`src/srt_pkg.sv`:
```
`default_nettype none

package srt_pkg;

   localparam int OP_W   = 3;
   localparam int TID_W  = 8;
   localparam int RID_W  = 10;
   localparam int CNT_W  = 11;
   localparam int STAT_W = 2;
   localparam int KIND_W = 2;

   localparam logic [OP_W-1:0] OP_TOUCH   = 3'd0;
   localparam logic [OP_W-1:0] OP_FORCE   = 3'd1;
   localparam logic [OP_W-1:0] OP_COMPACT = 3'd2;
   localparam logic [OP_W-1:0] OP_LOOKUP  = 3'd3;
   localparam logic [OP_W-1:0] OP_CLEAR   = 3'd4;

   localparam logic [KIND_W-1:0] KIND_UNSEEN = 2'd0;
   localparam logic [KIND_W-1:0] KIND_OWNED  = 2'd1;
   localparam logic [KIND_W-1:0] KIND_SHARED = 2'd2;
   localparam logic [KIND_W-1:0] KIND_MAPPED = 2'd3;

   localparam logic [STAT_W-1:0] STATUS_OK    = 2'd0;
   localparam logic [STAT_W-1:0] STATUS_RANGE = 2'd1;
   localparam logic [STAT_W-1:0] STATUS_PHASE = 2'd2;

   localparam logic [CNT_W-1:0] COUNT_MAX   = 11'h7FF;
   localparam logic [CNT_W-1:0] COUNT_RESET = 11'd1024;

   // controller to datapath
   typedef struct packed {
      logic accept;
      logic exec;
      logic finish;
      logic clr_step;
      logic cmp_step;
   } cmd_type;

   // datapath to controller
   typedef struct packed {
      logic phase;
      logic sweep_end;
      logic out_free;
   } stat_type;

endpackage

`default_nettype wire

```
`src/srt_ctrl.sv`:
```
`default_nettype none

module srt_ctrl import srt_pkg::*; (
   input  logic            clock,
   input  logic            reset,
   input  logic            req_valid,
   input  logic [OP_W-1:0] req_op,
   output logic            req_ready,
   input  stat_type        stat,
   output cmd_type         cmd
);

   localparam logic [2:0] ST_INIT = 3'd0;
   localparam logic [2:0] ST_IDLE = 3'd1;
   localparam logic [2:0] ST_EXEC = 3'd2;
   localparam logic [2:0] ST_CLR  = 3'd3;
   localparam logic [2:0] ST_CMP  = 3'd4;
   localparam logic [2:0] ST_DONE = 3'd5;

   logic [2:0] state_ff, state_in;

   assign req_ready = (state_ff == ST_IDLE);

   always_comb begin
      state_in = state_ff;
      cmd      = '0;
      case (state_ff)
         ST_INIT, ST_CLR: begin
            if (stat.sweep_end) begin
               state_in = (state_ff == ST_INIT) ? ST_IDLE : ST_DONE;
            end else begin
               cmd.clr_step = 1'b1;
            end
         end
         ST_IDLE: begin
            if (req_valid) begin
               cmd.accept = 1'b1;
               if (req_op == OP_CLEAR) begin
                  state_in = ST_CLR;
               end else if (req_op == OP_COMPACT && !stat.phase) begin
                  state_in = ST_CMP;
               end else begin
                  state_in = ST_EXEC;
               end
            end
         end
         ST_EXEC: begin
            if (stat.out_free) begin
               cmd.exec = 1'b1;
               state_in = ST_IDLE;
            end
         end
         ST_CMP: begin
            if (stat.sweep_end) begin
               state_in = ST_DONE;
            end else begin
               cmd.cmp_step = 1'b1;
            end
         end
         ST_DONE: begin
            if (stat.out_free) begin
               cmd.finish = 1'b1;
               state_in   = ST_IDLE;
            end
         end
         default: begin
            state_in = ST_IDLE;
         end
      endcase
   end

   always_ff @(posedge clock) begin
      if (reset) begin
         state_ff <= ST_INIT;
      end else begin
         state_ff <= state_in;
      end
   end

endmodule

`default_nettype wire

```
`config.mk`:
```
export PLATFORM = sky130hd
export DESIGN_NAME = srt_ctrl
export DESIGN_NICKNAME = d
export VERILOG_FILES = /design/src/srt_pkg.sv /design/src/srt_ctrl.sv
export SDC_FILE = /design/constraint.sdc
export NUM_CORES = 1
export LEC_CHECK = 0
export BUFFER_PORTS_ARGS = -buffer_cell sky130_fd_sc_hd__buf_2
export CORE_AREA = 5 5 42 44
export CTS_BUF_LIST = sky130_fd_sc_hd__clkbuf_16
export DETAILED_ROUTE_END_ITERATION = 10
export DIE_AREA = 0 0 47 49
export PLACE_DENSITY = 0.56
export SLEW_MARGIN = 20
export SYNTH_ARGS = -nofsm -noshare
export SYNTH_HDL_FRONTEND = slang
export SYNTH_SLANG_ARGS = --single-unit
```
`constraint.sdc`:
```
create_clock -name clock -period 1.5 [get_ports clock]
set_clock_uncertainty 0.2 [all_clocks]
set_input_delay 0.225 -clock clock [delete_from_list [all_inputs] [get_ports clock]]
set_output_delay 0.225 -clock clock [all_outputs]
set_load 0.05 [all_outputs]
```
* After elaboration in Yosys (flattened, before gate mapping) *
Index checks and enable logic that the tools add are counted.

word-level totals
  flip-flop bits (word level) = 3
  input bits = 9
  output and inout port bits = 6

cells by class
  equality and inequality tests = 11
  multiplexer cells = 16
  reductions and logical operators = 6

operators with widths
  cell                                                                    number
  3-bit two-way mux                                                       7
  3-bit case mux with 4 select lines                                      1
  3-bit by 2-bit equality test with 1-bit output (second input constant)  3
  3-bit equality test (second input constant)                             3
  1-bit two-way mux                                                       8
  2-bit != test (second input constant)                                   3
  4-bit AND reduction                                                     1
  2-bit OR reduction                                                      2
  3-bit by 1-bit equality test with 1-bit output (second input constant)  1
  3-bit logical NOT                                                       1
  2-bit by 1-bit != test with 1-bit output (second input constant)        1
  1-bit logical AND                                                       1
  1-bit logical NOT                                                       1

* Longest topological paths before layout *
Gate-level depths: netlist of the first run.

  depth after elaboration = 6
  mapped depth = 5
  gate-level depth less buffers = 4

* Worst setup path before layout of the first run *
No wires, ideal clock.

  path kind = reg2out
  from = reg state_ff[0]
  to = out cmd[1] (netlist bit)
  data arrival time = 1.649 ns
  data required time = 1.075 ns
  setup slack = -0.574 ns
  stages on the path, launching flop included = 4
  buffers on the path = 1
  path through = dfxtp_1 > buf_6 > xor2_1 > nor3_1

RTL lines
  element                 RTL line        RTL
  start, declared         srt_ctrl.sv:20  logic [2:0] state_ff, state_in;
  start signal, assigned  srt_ctrl.sv:76  state_ff <= state_in;
  end, declared           srt_ctrl.sv:10  output cmd_type cmd

==> results.json, run 1 <==
{
  "status": "finished with violations",
  "violations": "setup timing",
  "ys_ff_latch": 3,
  "nets": 68,
  "via_count": 345,
  "io_pins": 15,
  "drt-total-wl_um": 782,
  "cts_tree": "done",
  "finish.instance_area_um2": 559,
  "ant_nets": 0,
  "worstSetupPathType": "reg2out",
  "layout_common_cells": "buf_2, buf_4, a21oi_1, buf_6",
  "cp-end-kind": "output pin",
  "dpl.cell_count": 69,
  "crit_path_max_fanout": 8,
  "power.density_nw_per_um2": 1310,
  "ys_types": 22,
  "r2r_cells": 6,
  "grt_pass1_wl_um": 1290,
  "top_layer": "met4",
  "clk_pin_slew_ps": 30,
  "initial_core_util_pct": 20.9,
  "cts_sinks": 3,
  "die_w_um": 47,
  "post-route-min-period_ps": 1560,
  "core_area_um2": 1400,
  "critPathCapture": "cmd[4]",
  "cts_htree_levels": 1,
  "arrival_ps": 1140,
  "maxSlewHeadroom_pct": 77.1,
  "finalWorstSetupSlack_ps": -62.2,
  "chipHeight_um": 49,
  "r2r_start": "state_ff[1]$_SDFFE_PP0P_",
  "async_flop_share_pct": 0,
  "cts_buffer_depth": 2,
  "drc_errors": 0,
  "place_area_um2": 427,
  "dp_hpwl_um": 578,
  "syn_to_final_growth_pct": 91.0,
  "antenna_found_initial": 0,
  "synth_cells": 37,
  "setup_viol": 3,
  "drive_gt1_share_pct": 58.6,
  "wl_met1_um": 312,
  "slowest_delay_ps": 340,
  "drt_iter0_markers": 2,
  "crit_start": "state_ff[1]$_SDFFE_PP0P_",
  "top_regs": "state_ff x3",
  "routedWlPerCell_um": 10.6,
  "syn_area_per_cell_um2": 7.91,
  "n_antenna_cell": 0,
  "yosys_warnings": 0,
  "drv_cap": 0,
  "grt_start_max_net_pins": 11,
  "maxSlewViolCount": 0,
  "wl_met3_um": 18,
  "timing.hold.ws_ps": 10.5,
  "rsz0062_at_grt": "true",
  "ir_drop_v": 0.000752,
  "place_ws_ps": -69.9,
  "via_per_inst": 4.66,
  "synth_flop_cell": "dfxtp_1",
  "layout_commonest_cell": "buf_2",
  "instances_no_fill": 74,
  "worst_pin_slew_ps": 338,
  "crit_required_ps": 1070,
  "cp_slowest_cell": "dfxtp_2",
  "fmax_ghz": 0.640,
  "tns_ps": -91.3,
  "synth_nets": 46,
  "ys_seq_area_share_pct": 20.5,
  "placement.io_buffers": 14,
  "rrSetupSlack_ps": 80,
  "grt_pass1_vias": 316,
  "cts_made_buffers": 3,
  "timing.final.crit_share_pct": 104,
  "wl_met2_um": 414,
  "die_area_um2": 2300,
  "final-hold-violation-count": 0,
  "largest-register": "state_ff",
  "dr.pass1.iters": 2,
  "clk_latency_ps": 220,
  "largest_reg_flops": 3,
  "gp_congestion": 0.748,
  "grt-ovfl-total": 0,
  "crit_path_cell_trace": "nand2b_4 -> nor3b_4 -> buf_6",
  "hold_path.class": "in2reg",
  "hold_buffers": 0,
  "worstSetupStartpointType": "flop",
  "cts_root_buffer": "clkbuf_16",
  "gr-usage-all-layers_pct": 8.02,
  "leakage_nw": 0.246,
  "synth_edf_count": 0,
  "r2r_end": "state_ff[0]$_SDFFE_PP0P_",
  "netlist_area_um2": 293,
  "row_count": 14
}
[cells in the mapped netlist, types with 2 or more instances]
cell type | instances | share of area, %
nor2_1 | 5 | 6.4
a21oi_1 | 4 | 6.8
dfxtp_1 | 3 | 21
nand2_1 | 3 | 3.8
nand2b_1 | 3 | 6.4
buf_2 | 2 | 3.4
nor3_1 | 2 | 3.4
[cell type report]
type,instances,area (um2)
fillers,145,842
clock inverters,1,3.75
well taps,16,20.0
repair buffers,20,153
multi-input cells,31,241
flip-flops and latches,3,66.3
clock buffers,3,75.1
[power breakdown]
| part | internal [mW] | leakage (nW) | switching [mW] |
|---|---|---|---|
| Sequential | 0.0908 | 0.0261 | 0.0206 |
| Clock | 0.344 | 0.0423 | 0.0770 |
| Combinational | 0.0935 | 0.178 | 0.106 |
[cells by family after synthesis]
family	count (synthesis)	share of synthesized area, %
simple gates	21	47.0
compound gates	8	18.8
flops	3	20.5
buf+inv	3	7.26
xor+xnor	1	2.99
mux	1	3.42
[worst max-delay path, delay by kind of cell, from the launching register on]
kind | cells | cell delay (ps)
AND/OR/NAND/NOR | 2 | 380
flip-flops | 1 | 340
buffers and inverters | 1 | 180
[how the worst min path moves through the flow]
| stage | start | endpoint | cells past startpoint |
|---|---|---|---|
| 2_1_floorplan | reset | state_ff[1]$_SDFFE_PP0P_ | 1 |
| 3_3_place_gp | reset | state_ff[1]$_SDFFE_PP0P_ | 2 |
| 3_5_place_dp | reset | state_ff[1]$_SDFFE_PP0P_ | 2 |
| 4_1_cts | reset | state_ff[1]$_SDFFE_PP0P_ | 2 |
| 5_1_grt | reset | state_ff[1]$_SDFFE_PP0P_ | 2 |
| 6_report | reset | state_ff[1]$_SDFFE_PP0P_ | 2 |
[through the flow]
stage / util (%) / total power, mW
after floorplan: - / 0.243
after global placement: 30.4 / 0.288
after detailed placement: 30.4 / 0.289
after CTS: 39.1 / 0.738
after global routing: 39.9 / 0.775
final: 39.9 / 0.732
[per-layer routing]
layer / vias up / GRT usage, %
met2: 5 / 12.0
met3: 3 / 1.11
met1: 164 / 8.11
met5: - / 0
li1: 173 / -
met4: 0 / 9.68
[what timing repair did]
action,CTS,global route
hold endpoints to repair,0,0
cloned,0,0
endpoints found under the setup margin,8,5
resized for setup,16,1
buffers inserted,0,1
pin swaps,0,2
Note: power is estimated with default switching activity, not from simulation.
==> run 2: changes to the inputs <==
CTS_BUF_LIST = sky130_fd_sc_hd__clkbuf_8   (was sky130_fd_sc_hd__clkbuf_16)
CTS_CLUSTER_SIZE = 30   (was not set)
PLACE_DENSITY = 0.55   (was 0.56)
clock period = 1.9 ns   (was 1.5 ns; I/O delays follow)
==> results.json, run 2 (synthesized netlist as in run 1, its figures left out) <==
{
  "status": "finished, final reports clean",
  "multiInputGateArea_um2": 221,
  "cts_htree_levels": 1,
  "grt_start_max_net_pins": 13,
  "dp_hpwl_um": 566,
  "worstSetupStartpointType": "flop",
  "top_regs": "state_ff x3",
  "maxSlewViolCount": 0,
  "hold_buffers": 0,
  "tns_ps": 0,
  "hold_path.class": "in2reg",
  "gr-usage-all-layers_pct": 7.38,
  "cp-end-kind": "output pin",
  "layout_common_cells": "buf_2, nor2_1, a21oi_1",
  "gp_congestion": 0.702,
  "syn_to_final_growth_pct": 42.7,
  "clkPwrFrac_pct": 46.7,
  "rsz0062_at_grt": "false",
  "worst_pin_slew_ps": 349,
  "nets": 62,
  "final-hold-violation-count": 0,
  "drive_gt1_share_pct": 44.2,
  "leakage_nw": 0.192,
  "crit_path_max_fanout": 8,
  "antenna_found_initial": 0,
  "via_per_inst": 4.50,
  "rrSetupSlack_ps": 450,
  "drv_cap": 0,
  "die_w_um": 47,
  "dr.pass1.iters": 3,
  "largest-register": "state_ff",
  "timing.final.crit_share_pct": 95.1,
  "die_area_um2": 2300,
  "maxSlewHeadroom_pct": 76.4,
  "wl_met2_um": 302,
  "wl_met3_um": 44,
  "power.density_nw_per_um2": 913,
  "via_count": 306,
  "cts_tree": "done",
  "clk_pin_slew_ps": 30,
  "cts_root_buffer": "clkbuf_8",
  "ir_drop_v": 0.000458,
  "arrival_ps": 1320,
  "setup_viol": 0,
  "row_count": 14,
  "io_pins": 15,
  "cts_buffer_depth": 2,
  "cts_made_buffers": 3,
  "p_comb_share_pct": 30.0,
  "fmax_ghz": 0.553,
  "drt_iter0_markers": 6,
  "slowest_delay_ps": 370,
  "ant_nets": 0,
  "n_antenna_cell": 0,
  "clk_latency_ps": 210,
  "grt_pass1_wl_um": 1170,
  "crit_path_cell_trace": "nand2b_4 -> nor3b_2 -> buf_2",
  "largest_reg_flops": 3,
  "placement.io_buffers": 14,
  "routedWlPerCell_um": 10.0,
  "core_area_um2": 1400,
  "worstSetupPathType": "reg2out",
  "power.share.sequential_pct": 23.3,
  "grt-ovfl-total": 0,
  "initial_core_util_pct": 20.9,
  "cp_slowest_cell": "dfxtp_1",
  "drt-total-wl_um": 680,
  "p_sw_share_pct": 33.9,
  "cts_setup_buffers": 0,
  "crit_required_ps": 1410,
  "ff_latch_area_um2": 61.3,
  "fillerInstances": 168,
  "drc_errors": 0,
  "grt_pass1_vias": 302,
  "layout_commonest_cell": "buf_2",
  "wl_met1_um": 306,
  "top_layer": "met4",
  "chipHeight_um": 49,
  "timing.hold.ws_ps": 76.1,
  "p_sw_mw": 0.129,
  "internal-power_mw": 0.252,
  "post-route-min-period_ps": 1810,
  "cts_sinks": 3
}
[run 2: cell types whose count changed in the layout (fill, tap and decap cells not counted), moves of 2 or more]
cell	delta
clkbuf_16	-3
nor2_2	-2
nor2_1	+2
buf_4	-7
clkbuf_8	+3
buf_6	-4
buf_2	+6
dfxtp_1	+2
[run 2: power by group through the flow]
stage | combinational [mW] | sequential (mW) | clock, mW
2_1_floorplan | 0.108 | 0.0749 | 0
3_3_place_gp | 0.116 | 0.0884 | 0
3_5_place_dp | 0.116 | 0.0887 | 0
4_1_cts | 0.116 | 0.0885 | 0.184
5_1_grt | 0.125 | 0.0900 | 0.193
6_report | 0.114 | 0.0889 | 0.178
[run 2: worst paths after layout]
kind | start | endpoint | cells past startpoint
setup / recovery | state_ff[1]$_SDFFE_PP0P_ | cmd[4] | 3
hold / removal | reset | state_ff[1]$_SDFFE_PP0P_ | 2
setup reg to reg | state_ff[0]$_SDFFE_PP0P_ | state_ff[2]$_SDFFE_PP0P_ | 4
hold reg to reg | state_ff[0]$_SDFFE_PP0P_ | state_ff[0]$_SDFFE_PP0P_ | 1
[run 2: what timing repair did]
item / CTS / global route
gates resized for setup: 1 / 0
endpoints found under the hold margin: 0 / 0
endpoints found under the setup margin: 1 / 0
[run 2: cell type report]
type                    count  share of cell area, %
flip-flops and latches      3                   14.7
multi-input cells          31                   53.0
clock inverters             1                  0.898
well taps                  16                   4.79
repair buffers             14                   16.8
clock buffers               3                   9.88
[run 2: routing by layer]
| layer | vias up | GRT usage [%] |
|---|---|---|
| met2 | 11 | 10.2 |
| met3 | 2 | 2.21 |
| met1 | 130 | 7.86 |
| met4 | 0 | 8.29 |
| li1 | 163 | - |
| met5 | - | 0 |
[run 2: critical path, delay by kind of cell, from the launching register on]
family                 cells  cell delay [ps]
and+or+nand+nor            2              430
DFF                        1              370
buffers and inverters      1              310
[run 2: through the flow]
stage | total power [mW] | utilization (%) | worst slack [ps] | instances | instance area (um2)
after CTS | 0.389 | 29.8 | 83.5 | 68 | 418
after global placement | 0.205 | 26.5 | 221 | 64 | 372
after global routing | 0.408 | 29.8 | 10.4 | 68 | 418
final | 0.382 | 29.8 | 92.3 | 68 | 418
after floorplan | 0.183 | - | 27.8 | 37 | 303
after detailed placement | 0.205 | 26.5 | 176 | 64 | 372
==> run 3: changes to the inputs <==
CELL_PAD_IN_SITES_DETAIL_PLACEMENT = 1   (was not set)
CELL_PAD_IN_SITES_GLOBAL_PLACEMENT = 2   (was not set)
PLACE_DENSITY = 0.84   (was 0.55)
==> results.json, run 3 (synthesized netlist as in run 1, its figures left out) <==
{
  "ant_nets": 0,
  "clk_latency_ps": 210,
  "layout_common_cells": "buf_2, nor2_1, a21oi_1",
  "cts_htree_levels": 1,
  "maxSlewHeadroom_pct": 74.6,
  "hold_buffers": 0,
  "cts_made_buffers": 3,
  "cts_setup_buffers": 0,
  "power.share.sequential_pct": 23.2,
  "drt-total-wl_um": 752,
  "p_sw_share_pct": 34.1,
  "grt_start_max_net_pins": 13,
  "timing.hold.ws_ps": 75.9,
  "p_sw_mw": 0.130,
  "cts_resized": 1,
  "initial_core_util_pct": 20.9,
  "maxSlewViolCount": 0,
  "grt_pass1_vias": 338,
  "cp-end-kind": "output pin",
  "drive_gt1_share_pct": 44.2,
  "largest_reg_flops": 3,
  "min_path_cells": 2,
  "drv_cap": 0,
  "gr-usage-all-layers_pct": 7.88,
  "cts_root_buffer": "clkbuf_8",
  "r2r_cells": 4,
  "dp_hpwl_um": 624,
  "finish.instance_area_um2": 418,
  "layout_commonest_cell": "buf_2",
  "crit_path_max_fanout": 12,
  "via_count": 316,
  "rsz0062_at_grt": "false",
  "status": "finished, final reports clean",
  "power.density_nw_per_um2": 916,
  "largest-register": "state_ff",
  "place_area_um2": 372,
  "timing.final.crit_share_pct": 94.2,
  "p_comb_share_pct": 30.1,
  "worstSetupStartpointType": "flop",
  "nets": 62,
  "arrival_ps": 1300,
  "placement.io_buffers": 14,
  "p_total_mw": 0.383,
  "syn_to_final_growth_pct": 42.7,
  "gp_congestion": 0.694,
  "n_antenna_cell": 0,
  "drc_errors": 0,
  "fmax_ghz": 0.559,
  "dr.pass1.iters": 2,
  "drt_iter0_markers": 1,
  "final_util_pct": 29.8,
  "worstSetupPathType": "reg2out",
  "via_per_inst": 4.65,
  "grt-ovfl-total": 0,
  "setup_viol": 0,
  "die_area_um2": 2300,
  "routedWlPerCell_um": 11.1,
  "tns_ps": 0,
  "hold_path.class": "in2reg",
  "final-hold-violation-count": 0,
  "post-route-min-period_ps": 1790,
  "cts_tree": "done",
  "core_area_um2": 1400,
  "internal-power_mw": 0.252,
  "clk_pin_slew_ps": 30,
  "cts_buffer_depth": 2,
  "worst_pin_slew_ps": 375,
  "antenna_found_initial": 0,
  "crit_required_ps": 1410,
  "row_count": 14,
  "top_regs": "state_ff x3",
  "grt_pass1_wl_um": 1350,
  "ir_drop_v": 0.000338,
  "leakage_nw": 0.192,
  "cts_sinks": 3,
  "io_pins": 15,
  "chipHeight_um": 49,
  "clkPwrFrac_pct": 46.7,
  "die_w_um": 47
}
[run 3: cell counts in the layout (fill, tap and decap cells not counted)]
Identical to the previous run, type by type.
[run 3: power by group through the flow]
| stage | logic [mW] | registers [mW] | clock network, mW |
|---|---|---|---|
| after detailed placement | 0.117 | 0.0892 | 0 |
| final | 0.115 | 0.0888 | 0.179 |
| after CTS | 0.117 | 0.0889 | 0.183 |
| after global routing | 0.126 | 0.0917 | 0.189 |
| after global placement | 0.117 | 0.0885 | 0 |
| after floorplan | 0.108 | 0.0749 | 0 |
[run 3: layout make-up]
cell class | count | area (um2)
clock buffer | 3 | 41.3
multi-input combinational | 31 | 221
tap | 16 | 20.0
sequential | 3 | 61.3
fill | 188 | 983
timing repair buffer | 14 | 70.1
clock inverter | 1 | 3.75
[run 3: worst max-delay path: stages, from the launching register on]
cell	delay (ps)
dfxtp_2	460
nand2b_4	90
nor3b_2	230
buf_2	310
[run 3: path summary, 6_finish.rpt]
| path | to | start | slack (ps) |
|---|---|---|---|
| max reg2reg | state_ff[2]$_SDFFE_PP0P_ | state_ff[2]$_SDFFE_PP0P_ | 420 |
| min reg2reg | state_ff[1]$_SDFFE_PP0P_ | state_ff[1]$_SDFFE_PP0P_ | 410 |
| min | state_ff[1]$_SDFFE_PP0P_ | reset | 80 |
| max | cmd[4] | state_ff[0]$_SDFFE_PP0P_ | 110 |
[run 3: per-stage QoR]
| step | cells | worst slack, ps |
|---|---|---|
| 6_report | 68 | 111 |
| 5_1_grt | 68 | 7.20 |
| 4_1_cts | 68 | 91.9 |
| 3_5_place_dp | 64 | 169 |
| 3_3_place_gp | 64 | 216 |
| 2_1_floorplan | 37 | 27.8 |
[run 3: layer usage]
layer	part of all wire (%)	vias up	GRT usage, %	wire, um
met4	1.9	0	5.53	14
met5	0	-	0	0
met2	49	10	11.8	365
met3	6.8	2	1.85	51
li1	-	162	-	-
met1	43	142	9.41	320
